==> src/b64_pkg.sv <==
// ----------------------------------------------------------------------------
// b64_pkg
// Shared types, constants and character functions of the Base64 stream codec.
// ----------------------------------------------------------------------------
package b64_pkg;

	// Configuration register indexes
	localparam int unsigned REG_DIRECTION = 0;

	// Direction codes
	localparam logic DIR_ENCODE = 1'b0;
	localparam logic DIR_DECODE = 1'b1;

	// Results that one input transaction can cause at most
	localparam int unsigned MAX_RES = 5;
	localparam int unsigned RES_CNT_W = 3;
	localparam int unsigned RES_IDX_W = 3;

	// Default depth of the command queue between front and back
	localparam int unsigned QUEUE_DEPTH = 2;

	localparam logic [7:0] CH_PAD = 8'h3D;  // '='
	localparam logic [7:0] CH_NL  = 8'h0A;  // newline

	// Character classes beyond the 64 sextet values
	localparam logic [6:0] CLS_PAD = 7'd64;
	localparam logic [6:0] CLS_WS  = 7'd65;
	localparam logic [6:0] CLS_BAD = 7'd66;

	typedef struct packed {
		logic       vld;
		logic [7:0] data;
		logic       bad;
	} res_t;

	typedef struct packed {
		logic [RES_CNT_W-1:0] cnt;   // number of results, 1 to MAX_RES
		logic                 last;  // transaction ended the stream
		res_t [MAX_RES-1:0]   res;
	} cmd_t;

	function automatic logic [7:0] sextet_char(input logic [5:0] s);
		logic [7:0] c;
		if (s < 6'd26)
			c = 8'h41 + {2'b00, s};
		else if (s < 6'd52)
			c = 8'h61 + {2'b00, s} - 8'd26;
		else if (s < 6'd62)
			c = 8'h30 + {2'b00, s} - 8'd52;
		else if (s == 6'd62)
			c = 8'h2B;
		else
			c = 8'h2F;
		return c;
	endfunction

	function automatic logic [6:0] classify(input logic [7:0] c);
		logic [6:0] v;
		if (c >= 8'h41 && c <= 8'h5A)
			v = 7'(c - 8'h41);
		else if (c >= 8'h61 && c <= 8'h7A)
			v = 7'(c - 8'h61 + 8'd26);
		else if (c >= 8'h30 && c <= 8'h39)
			v = 7'(c - 8'h30 + 8'd52);
		else if (c == 8'h2B)
			v = 7'd62;
		else if (c == 8'h2F)
			v = 7'd63;
		else if (c == CH_PAD)
			v = CLS_PAD;
		else if (c == 8'h20 || c == 8'h09 || c == 8'h0D || c == 8'h0A)
			v = CLS_WS;
		else
			v = CLS_BAD;
		return v;
	endfunction

endpackage

==> src/b64_front.sv <==
// ----------------------------------------------------------------------------
// b64_front
// Accepts stream transactions, keeps the group state and turns each
// transaction that causes results into one command listing all of them.
// ----------------------------------------------------------------------------
module b64_front (
	input  logic          clk,
	input  logic          arst_n,
	input  logic          direction,
	input  logic          clear,
	input  logic          in_valid,
	output logic          in_ready,
	input  logic [7:0]    in_data,
	input  logic          in_flag,
	input  logic          in_end,
	input  logic          q_full,
	output logic          q_push,
	output b64_pkg::cmd_t q_cmd
);

	logic [17:0] acc_q, acc_d;
	logic [1:0]  gc_q, gc_d;
	logic        pad_q, pad_d;
	logic [6:0]  cls;
	logic [23:0] grp;
	logic [b64_pkg::RES_CNT_W-1:0] n;
	b64_pkg::res_t [b64_pkg::MAX_RES-1:0] res;
	logic        accept;

	assign in_ready = !q_full;
	assign accept   = in_valid && in_ready;

	always_comb begin
		res   = '0;
		n     = '0;
		acc_d = acc_q;
		gc_d  = gc_q;
		pad_d = pad_q;
		cls   = b64_pkg::classify(in_data);
		grp   = '0;
		if (direction == b64_pkg::DIR_ENCODE) begin
			if (in_flag) begin
				if (gc_q == 2'd2) begin
					grp    = {acc_q[15:0], in_data};
					res[0] = '{vld: 1'b1, data: b64_pkg::sextet_char(grp[23:18]), bad: 1'b0};
					res[1] = '{vld: 1'b1, data: b64_pkg::sextet_char(grp[17:12]), bad: 1'b0};
					res[2] = '{vld: 1'b1, data: b64_pkg::sextet_char(grp[11:6]), bad: 1'b0};
					res[3] = '{vld: 1'b1, data: b64_pkg::sextet_char(grp[5:0]), bad: 1'b0};
					n      = 3'd4;
					acc_d  = '0;
					gc_d   = '0;
				end else begin
					acc_d = {2'b00, acc_q[7:0], in_data};
					gc_d  = gc_q + 2'd1;
				end
			end
			if (in_end) begin
				// A partial group is only held when no full group left in this transaction.
				if (gc_d == 2'd1) begin
					res[0] = '{vld: 1'b1, data: b64_pkg::sextet_char(acc_d[7:2]), bad: 1'b0};
					res[1] = '{vld: 1'b1, data: b64_pkg::sextet_char({acc_d[1:0], 4'b0000}),
						bad: 1'b0};
					res[2] = '{vld: 1'b1, data: b64_pkg::CH_PAD, bad: 1'b0};
					res[3] = '{vld: 1'b1, data: b64_pkg::CH_PAD, bad: 1'b0};
					n      = 3'd4;
				end else if (gc_d == 2'd2) begin
					res[0] = '{vld: 1'b1, data: b64_pkg::sextet_char(acc_d[15:10]), bad: 1'b0};
					res[1] = '{vld: 1'b1, data: b64_pkg::sextet_char(acc_d[9:4]), bad: 1'b0};
					res[2] = '{vld: 1'b1, data: b64_pkg::sextet_char({acc_d[3:0], 2'b00}),
						bad: 1'b0};
					res[3] = '{vld: 1'b1, data: b64_pkg::CH_PAD, bad: 1'b0};
					n      = 3'd4;
				end
				res[n] = '{vld: 1'b1, data: b64_pkg::CH_NL, bad: 1'b0};
				n      = n + 3'd1;
			end
		end else begin
			if (in_flag) begin
				if (cls == b64_pkg::CLS_BAD) begin
					res[0] = '{vld: 1'b0, data: 8'h00, bad: 1'b1};
					n      = 3'd1;
				end else if (cls == b64_pkg::CLS_PAD) begin
					pad_d = 1'b1;
				end else if (cls != b64_pkg::CLS_WS && !pad_q) begin
					if (gc_q == 2'd3) begin
						grp    = {acc_q, cls[5:0]};
						res[0] = '{vld: 1'b1, data: grp[23:16], bad: 1'b0};
						res[1] = '{vld: 1'b1, data: grp[15:8], bad: 1'b0};
						res[2] = '{vld: 1'b1, data: grp[7:0], bad: 1'b0};
						n      = 3'd3;
						acc_d  = '0;
						gc_d   = '0;
					end else begin
						acc_d = {acc_q[11:0], cls[5:0]};
						gc_d  = gc_q + 2'd1;
					end
				end
			end
			if (in_end) begin
				if (gc_d == 2'd2) begin
					res[n] = '{vld: 1'b1, data: acc_d[11:4], bad: 1'b0};
					n      = n + 3'd1;
				end else if (gc_d == 2'd3) begin
					res[n]        = '{vld: 1'b1, data: acc_d[17:10], bad: 1'b0};
					res[n + 3'd1] = '{vld: 1'b1, data: acc_d[9:2], bad: 1'b0};
					n             = n + 3'd2;
				end
			end
		end
		if (in_end) begin
			// An end with nothing else to report still yields one empty result.
			if (n == '0)
				n = 3'd1;
			acc_d = '0;
			gc_d  = '0;
			pad_d = 1'b0;
		end
	end

	assign q_push = accept && (n != '0);
	assign q_cmd  = '{cnt: n, last: in_end, res: res};

	always_ff @(posedge clk or negedge arst_n) begin
		if (!arst_n) begin
			acc_q <= '0;
			gc_q  <= '0;
			pad_q <= 1'b0;
		end else if (clear) begin
			acc_q <= '0;
			gc_q  <= '0;
			pad_q <= 1'b0;
		end else if (accept) begin
			acc_q <= acc_d;
			gc_q  <= gc_d;
			pad_q <= pad_d;
		end
	end

endmodule

==> src/b64_queue.sv <==
// ----------------------------------------------------------------------------
// b64_queue
// Small command queue that decouples the front end from the result stage.
// ----------------------------------------------------------------------------
module b64_queue #(
	parameter int unsigned DEPTH = b64_pkg::QUEUE_DEPTH
) (
	input  logic          clk,
	input  logic          arst_n,
	input  logic          push,
	input  b64_pkg::cmd_t push_cmd,
	output logic          full,
	input  logic          pop,
	output logic          nempty,
	output b64_pkg::cmd_t head
);

	localparam int unsigned PTR_W = (DEPTH > 1) ? $clog2(DEPTH) : 1;
	localparam int unsigned CNT_W = $clog2(DEPTH + 1);

	b64_pkg::cmd_t mem_q [DEPTH];
	logic [PTR_W-1:0] wr_ptr_q, rd_ptr_q;
	logic [CNT_W-1:0] cnt_q;
	logic do_push, do_pop;

	assign full    = (cnt_q == CNT_W'(DEPTH));
	assign nempty  = (cnt_q != '0);
	assign head    = mem_q[rd_ptr_q];
	assign do_push = push && !full;
	assign do_pop  = pop && nempty;

	always_ff @(posedge clk) begin
		if (do_push)
			mem_q[wr_ptr_q] <= push_cmd;
	end

	always_ff @(posedge clk or negedge arst_n) begin
		if (!arst_n) begin
			wr_ptr_q <= '0;
			rd_ptr_q <= '0;
			cnt_q    <= '0;
		end else begin
			if (do_push)
				wr_ptr_q <= (wr_ptr_q == PTR_W'(DEPTH - 1)) ? '0 : wr_ptr_q + 1'b1;
			if (do_pop)
				rd_ptr_q <= (rd_ptr_q == PTR_W'(DEPTH - 1)) ? '0 : rd_ptr_q + 1'b1;
			if (do_push && !do_pop)
				cnt_q <= cnt_q + 1'b1;
			else if (do_pop && !do_push)
				cnt_q <= cnt_q - 1'b1;
		end
	end

endmodule

==> src/b64_back.sv <==
// ----------------------------------------------------------------------------
// b64_back
// Takes commands from the queue and plays their results out one per cycle
// while the receiver is ready, through an output register.
// ----------------------------------------------------------------------------
module b64_back (
	input  logic          clk,
	input  logic          arst_n,
	input  logic          q_nempty,
	input  b64_pkg::cmd_t q_head,
	output logic          q_pop,
	output logic          out_valid,
	input  logic          out_ready,
	output logic [7:0]    out_data,
	output logic [2:0]    out_user,
	output logic          out_last
);

	b64_pkg::cmd_t                 cur_q;
	logic                          cur_vld_q;
	logic [b64_pkg::RES_IDX_W-1:0] idx_q;
	logic                          ov_q;
	logic [7:0]                    od_q;
	logic [2:0]                    ou_q;
	logic                          ol_q;
	logic                          advance, last_slot;
	b64_pkg::res_t                 slot;

	assign advance   = cur_vld_q && (!ov_q || out_ready);
	assign last_slot = (idx_q == (cur_q.cnt - 3'd1));
	assign q_pop     = q_nempty && (!cur_vld_q || (advance && last_slot));
	assign slot      = cur_q.res[idx_q];

	always_ff @(posedge clk or negedge arst_n) begin
		if (!arst_n) begin
			cur_vld_q <= 1'b0;
			idx_q     <= '0;
			ov_q      <= 1'b0;
		end else begin
			if (q_pop) begin
				cur_vld_q <= 1'b1;
				idx_q     <= '0;
			end else if (advance && last_slot) begin
				cur_vld_q <= 1'b0;
			end else if (advance) begin
				idx_q <= idx_q + 3'd1;
			end
			if (advance)
				ov_q <= 1'b1;
			else if (out_ready)
				ov_q <= 1'b0;
		end
	end

	always_ff @(posedge clk) begin
		if (q_pop)
			cur_q <= q_head;
		if (advance) begin
			od_q <= slot.data;
			ou_q <= {slot.bad, last_slot && cur_q.last, slot.vld};
			ol_q <= last_slot;
		end
	end

	assign out_valid = ov_q;
	assign out_data  = od_q;
	assign out_user  = ou_q;
	assign out_last  = ol_q;

endmodule

==> src/base64_stream_codec.sv <==
// ----------------------------------------------------------------------------
// base64_stream_codec
// Streaming Base64 encoder and decoder with an APB direction register.
// ----------------------------------------------------------------------------
// The front end takes one input transaction per cycle whenever the command
// queue (QUEUE_DEPTH entries) has room, and the back end delivers one result
// per cycle while the receiver is ready. Encoding throughput is therefore
// set by the single result port, and the end of a stream adds up to five
// results. Results pass through the command queue, the current-command
// register and the output register. Writing the direction register aborts
// any stream in progress.
module base64_stream_codec #(
	parameter int unsigned QUEUE_DEPTH = b64_pkg::QUEUE_DEPTH
) (
	input  logic        clk,
	input  logic        arst_n,
	input  logic        psel,
	input  logic        penable,
	input  logic        pwrite,
	input  logic [2:0]  paddr,
	input  logic [31:0] pwdata,
	output logic [31:0] prdata,
	output logic        pready,
	input  logic        s_tvalid,
	output logic        s_tready,
	input  logic [7:0]  s_tdata,   // data_byte
	input  logic        s_tuser,   // data_valid
	input  logic        s_tlast,   // stream_end
	output logic        m_tvalid,
	input  logic        m_tready,
	output logic [7:0]  m_tdata,   // out_byte
	output logic [2:0]  m_tuser,   // out_valid, stream_done, bad_char
	output logic        m_tlast    // run_last
);

	logic          direction_q;
	logic          cfg_wr;
	logic          q_full, q_push, q_pop, q_nempty;
	b64_pkg::cmd_t q_cmd, q_head;

	assign pready = 1'b1;
	assign cfg_wr = psel && penable && pwrite && pready &&
		(paddr[2] == 1'(b64_pkg::REG_DIRECTION));
	assign prdata = (paddr[2] == 1'(b64_pkg::REG_DIRECTION)) ? {31'b0, direction_q} : '0;

	always_ff @(posedge clk or negedge arst_n) begin
		if (!arst_n)
			direction_q <= b64_pkg::DIR_ENCODE;
		else if (cfg_wr)
			direction_q <= pwdata[0];
	end

	b64_front u_front (
		.clk       (clk),
		.arst_n    (arst_n),
		.direction (direction_q),
		.clear     (cfg_wr),
		.in_valid  (s_tvalid),
		.in_ready  (s_tready),
		.in_data   (s_tdata),
		.in_flag   (s_tuser),
		.in_end    (s_tlast),
		.q_full    (q_full),
		.q_push    (q_push),
		.q_cmd     (q_cmd)
	);

	b64_queue #(
		.DEPTH (QUEUE_DEPTH)
	) u_queue (
		.clk      (clk),
		.arst_n   (arst_n),
		.push     (q_push),
		.push_cmd (q_cmd),
		.full     (q_full),
		.pop      (q_pop),
		.nempty   (q_nempty),
		.head     (q_head)
	);

	b64_back u_back (
		.clk       (clk),
		.arst_n    (arst_n),
		.q_nempty  (q_nempty),
		.q_head    (q_head),
		.q_pop     (q_pop),
		.out_valid (m_tvalid),
		.out_ready (m_tready),
		.out_data  (m_tdata),
		.out_user  (m_tuser),
		.out_last  (m_tlast)
	);

	// The end of a stream always closes the run of its transaction.
	a_done_is_last: assert property (@(posedge clk) disable iff (!arst_n)
		m_tvalid && m_tuser[1] |-> m_tlast)
		else $error("stream_done without run_last");

	// A result without a character carries a zero byte.
	a_empty_zero: assert property (@(posedge clk) disable iff (!arst_n)
		m_tvalid && !m_tuser[0] |-> m_tdata == 8'h00)
		else $error("empty result with nonzero byte");

	// Invalid characters are only flagged while decoding.
	a_bad_in_decode: assert property (@(posedge clk) disable iff (!arst_n)
		m_tvalid && m_tuser[2] |-> direction_q == b64_pkg::DIR_DECODE && !m_tuser[0])
		else $error("bad_char outside decode or with data");

	// The queue is never pushed while full.
	a_no_overflow: assert property (@(posedge clk) disable iff (!arst_n)
		q_push |-> !q_full)
		else $error("command queue overflow");

endmodule

==> config.mk <==
export PLATFORM = sky130hd
export DESIGN_NAME = base64_stream_codec
export DESIGN_NICKNAME = d
export VERILOG_FILES = /design/src/b64_pkg.sv /design/src/b64_front.sv /design/src/b64_queue.sv /design/src/b64_back.sv /design/src/base64_stream_codec.sv
export SDC_FILE = /design/constraint.sdc
export NUM_CORES = 1
export LEC_CHECK = 0
export BUFFER_PORTS_ARGS = -buffer_cell sky130_fd_sc_hd__buf_2
export CORE_ASPECT_RATIO = 1.1
export CORE_MARGIN = 5
export CORE_UTILIZATION = 55
export DETAILED_ROUTE_END_ITERATION = 8
export PLACE_DENSITY = 0.76
export SYNTH_ARGS = -nofsm -noshare
export SYNTH_HDL_FRONTEND = slang
export SYNTH_HIERARCHICAL = 1
export SYNTH_SLANG_ARGS = --single-unit
==> constraint.sdc <==
create_clock -name clk -period 5.92 [get_ports clk]
set_clock_uncertainty 0.1 [all_clocks]
set_input_delay 0.592 -clock clk [delete_from_list [all_inputs] [get_ports clk]]
set_output_delay 0.592 -clock clk [all_outputs]
set_load 0.01 [all_outputs]
==> impl_metrics.ini <==
[outcome]
status = finished clean

[synthesis]
synthXorXnorAreaFrac_pct = 1.64
synth_area_leaders = edfxtp_1 35%, dfrtp_1 5.3%, mux2_4 5.1%
synth-adder-area-share_pct = 4.92
synth_warnings = 6
synth_top_family_by_area = compound AO/OA/AOI/OAI gates
synth-edff-count = 174
ys_seq_area_share_pct = 40.7
ys_types = 93
syn_inst = 1502
synth_top_area_share_pct = 35.4
synthArstFlopShare_pct = 15.1
postSynthAreaPerCell_um2 = 9.82
synthSimpleGateAreaFrac_pct = 13.5
synth-main-ff-cell = edfxtp_1
synthMuxAreaShare_pct = 8.82
yosysTopAreaCell = edfxtp_1
ys_ff_latch = 205
synth_area_mm2 = 0.0148
synth_compound_area_share_pct = 22.9

[placed_design]
dp_cells = 1837
io_buffers = 33
gp_congestion = 1.05
dp_hpwl_mm = 33.0

[route]
drtAntennaViolNets = 0
drt_iter0_markers = 1540
totalWireLength_mm = 44.8
drc = 0
wl_per_cell_um = 24.0
firstDrtPassIters = 9
viasPerCell = 6.66
vias = 12473

[setup_path]
critPathCaptureType = flop
worstPathMaxFanout = 13
criticalPathCategory = primary input to flop
crit_required_ns = 6.17
cp.arrival_ns = 5.67
r2r_slack_ns = 1.16
worstSetupStartpointType = primary input

[clock_network]
cts_resized = 0
cts_tree = built
root_buffer = clkbuf_16
h-tree-depth = 1
clkSinkCount = 205
cts_setup_buffers = 0
clk_pin_slew_ns = 0.06
clk-insertion-delay-late_ns = 0.48
numCtsBuffers = 21
hold_buffers = 0
clockBufferDepth = 3

[pwr]
max-vdd-ir-drop_mv = 0.316
p_leak_nw = 5.95
power_density_mw_per_mm2 = 391

[sta]
timing.final.max_slew_violations = 0
fin_tns_setup_ns = 0
fin_crit_ns = 5.42
rsz0062_at_grt = no
worstMarginPinSlew_ns = 1.07
hold_violations = 0
max_slew_margin_pct = 28.7
max_freq_ghz = 0.185
setup_viol_count_final = 0
fin_crit_sh_pct = 91.5

[floorplan]
fp.dieH_um = 182
coreArea_mm2 = 0.0263
die_area_mm2 = 0.0302
start_util_pct = 56.1
io_pins = 99
die_w_um = 166
floorplan.rows = 62

[worst_hold_path]
hold_path.class = primary input to asynchronous set/reset pin

[layout]
fin_cells = 1872
diodes = 0
syn_to_final_growth_pct = 6.79
nFillCells = 2236
drive_above_1_share_pct = 14.8
fin_nets = 1618

[grt]
grt_pass1_vias = 11828
grt_pass1_wl_mm = 69.4
grt_usage_pct = 28.6
grt_max_degree = 72
antenna_found_initial = 0
grt_remaining_overflow = 0

[flow_run]
maxCapViolations = 0
## report_power, final
group	internal, mW	leakage (nW)	switching (mW)
Combinational	1.02	3.63	1.51
Sequential	2.05	2.02	0.349
Clock	0.699	0.305	0.513
## registers in the layout (all words and copies together), names as in the netlist
| register | cells |
|---|---|
| u_queue/cnt_q | 2 |
| u_queue/wr_ptr_q | 1 |
| u_queue/rd_ptr_q | 1 |
| u_back/cur_vld_q | 1 |
| u_back/out_last | 1 |
| u_front/gc_q | 2 |
| u_back/out_user | 3 |
| u_back/out_valid | 1 |
| u_back/cur_q | 54 |
| u_back/out_data | 8 |
| direction_q | 1 |
| u_front/pad_q | 1 |
| u_back/idx_q | 3 |
| u_queue/mem_q | 108 |
| u_front/acc_q | 18 |
## critical path, stage by stage
cell and delay (ns):
buf_2 0.22, inv_1 0.12, ha_1 0.33, a21o_1 0.27, o211a_1 0.18, nor3_2 0.44, o21ai_0 0.18, a22oi_1 0.43
and4_4 0.34, a21oi_1 0.11, inv_1 0.28, ha_1 0.27, o21ai_0 0.13, nor2_1 0.57, buf_4 0.25, a211oi_1 0.05
o311ai_0 0.64, buf_4 0.23
## layout by cell type (no fill, tap or decap), types with 9 or more instances in the layout
master / count
nand2b_1: 16
mux2_4: 50
o22ai_1: 11
mux2_2: 11
a211oi_1: 22
nand3_1: 49
mux2i_1: 12
a21oi_1: 99
edfxtp_1: 174
a31oi_1: 19
o21ai_0: 105
and2_1: 10
mux4_2: 10
nor2b_1: 12
buf_4: 56
a2bb2oi_1: 14
nor3_1: 28
inv_1: 64
buf_2: 33
dfrtp_1: 29
o21a_1: 10
clkinv_1: 9
and3_1: 10
nor4_1: 9
o221ai_1: 18
a22oi_1: 27
nor2_1: 97
a21o_1: 11
clkbuf_16: 21
xnor2_1: 18
nand2_1: 151
conb_1: 36
ha_1: 58
o211ai_1: 18
a32o_1: 10
a22o_1: 28
## area by class of cell
type	instances	area, µm²	area share (%)
clock inverters	9	81.3	0.516
flip-flops and latches	205	6010	38.1
clock buffers	26	544	3.45
multi-input cells	1119	7790	49.5
repair buffers	91	626	3.97
well taps	352	440	2.80
inverters	70	263	1.67
## metrics by stage
step                      hold slack (ns)  setup slack, ns  utilization, %  total power, mW  instance area (µm²)
final                              0.0858            0.503            59.9             6.15                15800
after global routing                0.150            0.251            59.9             6.45                15800
after floorplan                     0.196            0.480               -             4.16                14900
after CTS                           0.107            0.675            59.9             6.13                15800
after global placement              0.373            0.265            57.5             4.84                15100
after detailed placement            0.391            0.186            57.5             4.91                15100
## synthesized netlist by cell type, types with 8 or more instances
master and number:
mux2_2 11, a22o_1 28, dfrtp_1 31, a211o_1 8
clkbuf_1 73, o21a_1 10, nor2_1 98, mux2_4 50
mux2i_1 12, mux4_2 10, xnor2_1 18, a31oi_1 19
o21ai_1 8, o211ai_1 18, a21oi_1 100, a32o_1 10
o22ai_1 11, ha_1 58, nand2b_1 16, a22oi_1 27
nor2b_1 12, nand2_1 151, and3_1 11, inv_1 64
nor4_1 9, o221ai_1 18, nand4_1 8, and2_1 10
buf_4 39, buf_2 17, a21o_1 11, a211oi_1 22
edfxtp_1 174, nor3_1 29, nand3_1 49, or3_1 8
o21ai_0 105, a2bb2oi_1 14
## worst paths after layout
path | start | endpoint | depth (start not counted)
min in group clk | pwdata[0] | direction_q$_DFFE_PN0P_ | 2
max reg2reg | u_front/gc_q[0]$_DFFE_PN0P_ | u_queue/mem_q[1][4]$_DFFE_PP_ | 16
min reg2reg | u_queue/cnt_q[1]$_DFFE_PN0P_ | u_queue/cnt_q[1]$_DFFE_PN0P_ | 1
max in group asynchronous | arst_n | u_queue/rd_ptr_q$_DFFE_PN0P_ | 1
min | arst_n | u_back/idx_q[1]$_DFFE_PN0P_ | 1
max | s_tdata[2] | u_queue/mem_q[1][1]$_DFFE_PP_ | 18
## layer usage
metal,GRT usage [%],vias to the layer above,share of wire [%]
met3,4.78,207,9.0
met1,36.8,5926,38
li1,-,5618,-
met4,15.1,0,6.6
met2,46.7,722,46
met5,0,-,0
## kinds of logic after synthesis
kind of cell	after synthesis
buf+inv	211
other cells	3
flops	205
xor+xnor	26
compound gates	488
fa+ha+maj	58
mux	87
simple gates	424
Note: power is estimated with default switching activity, not from simulation.
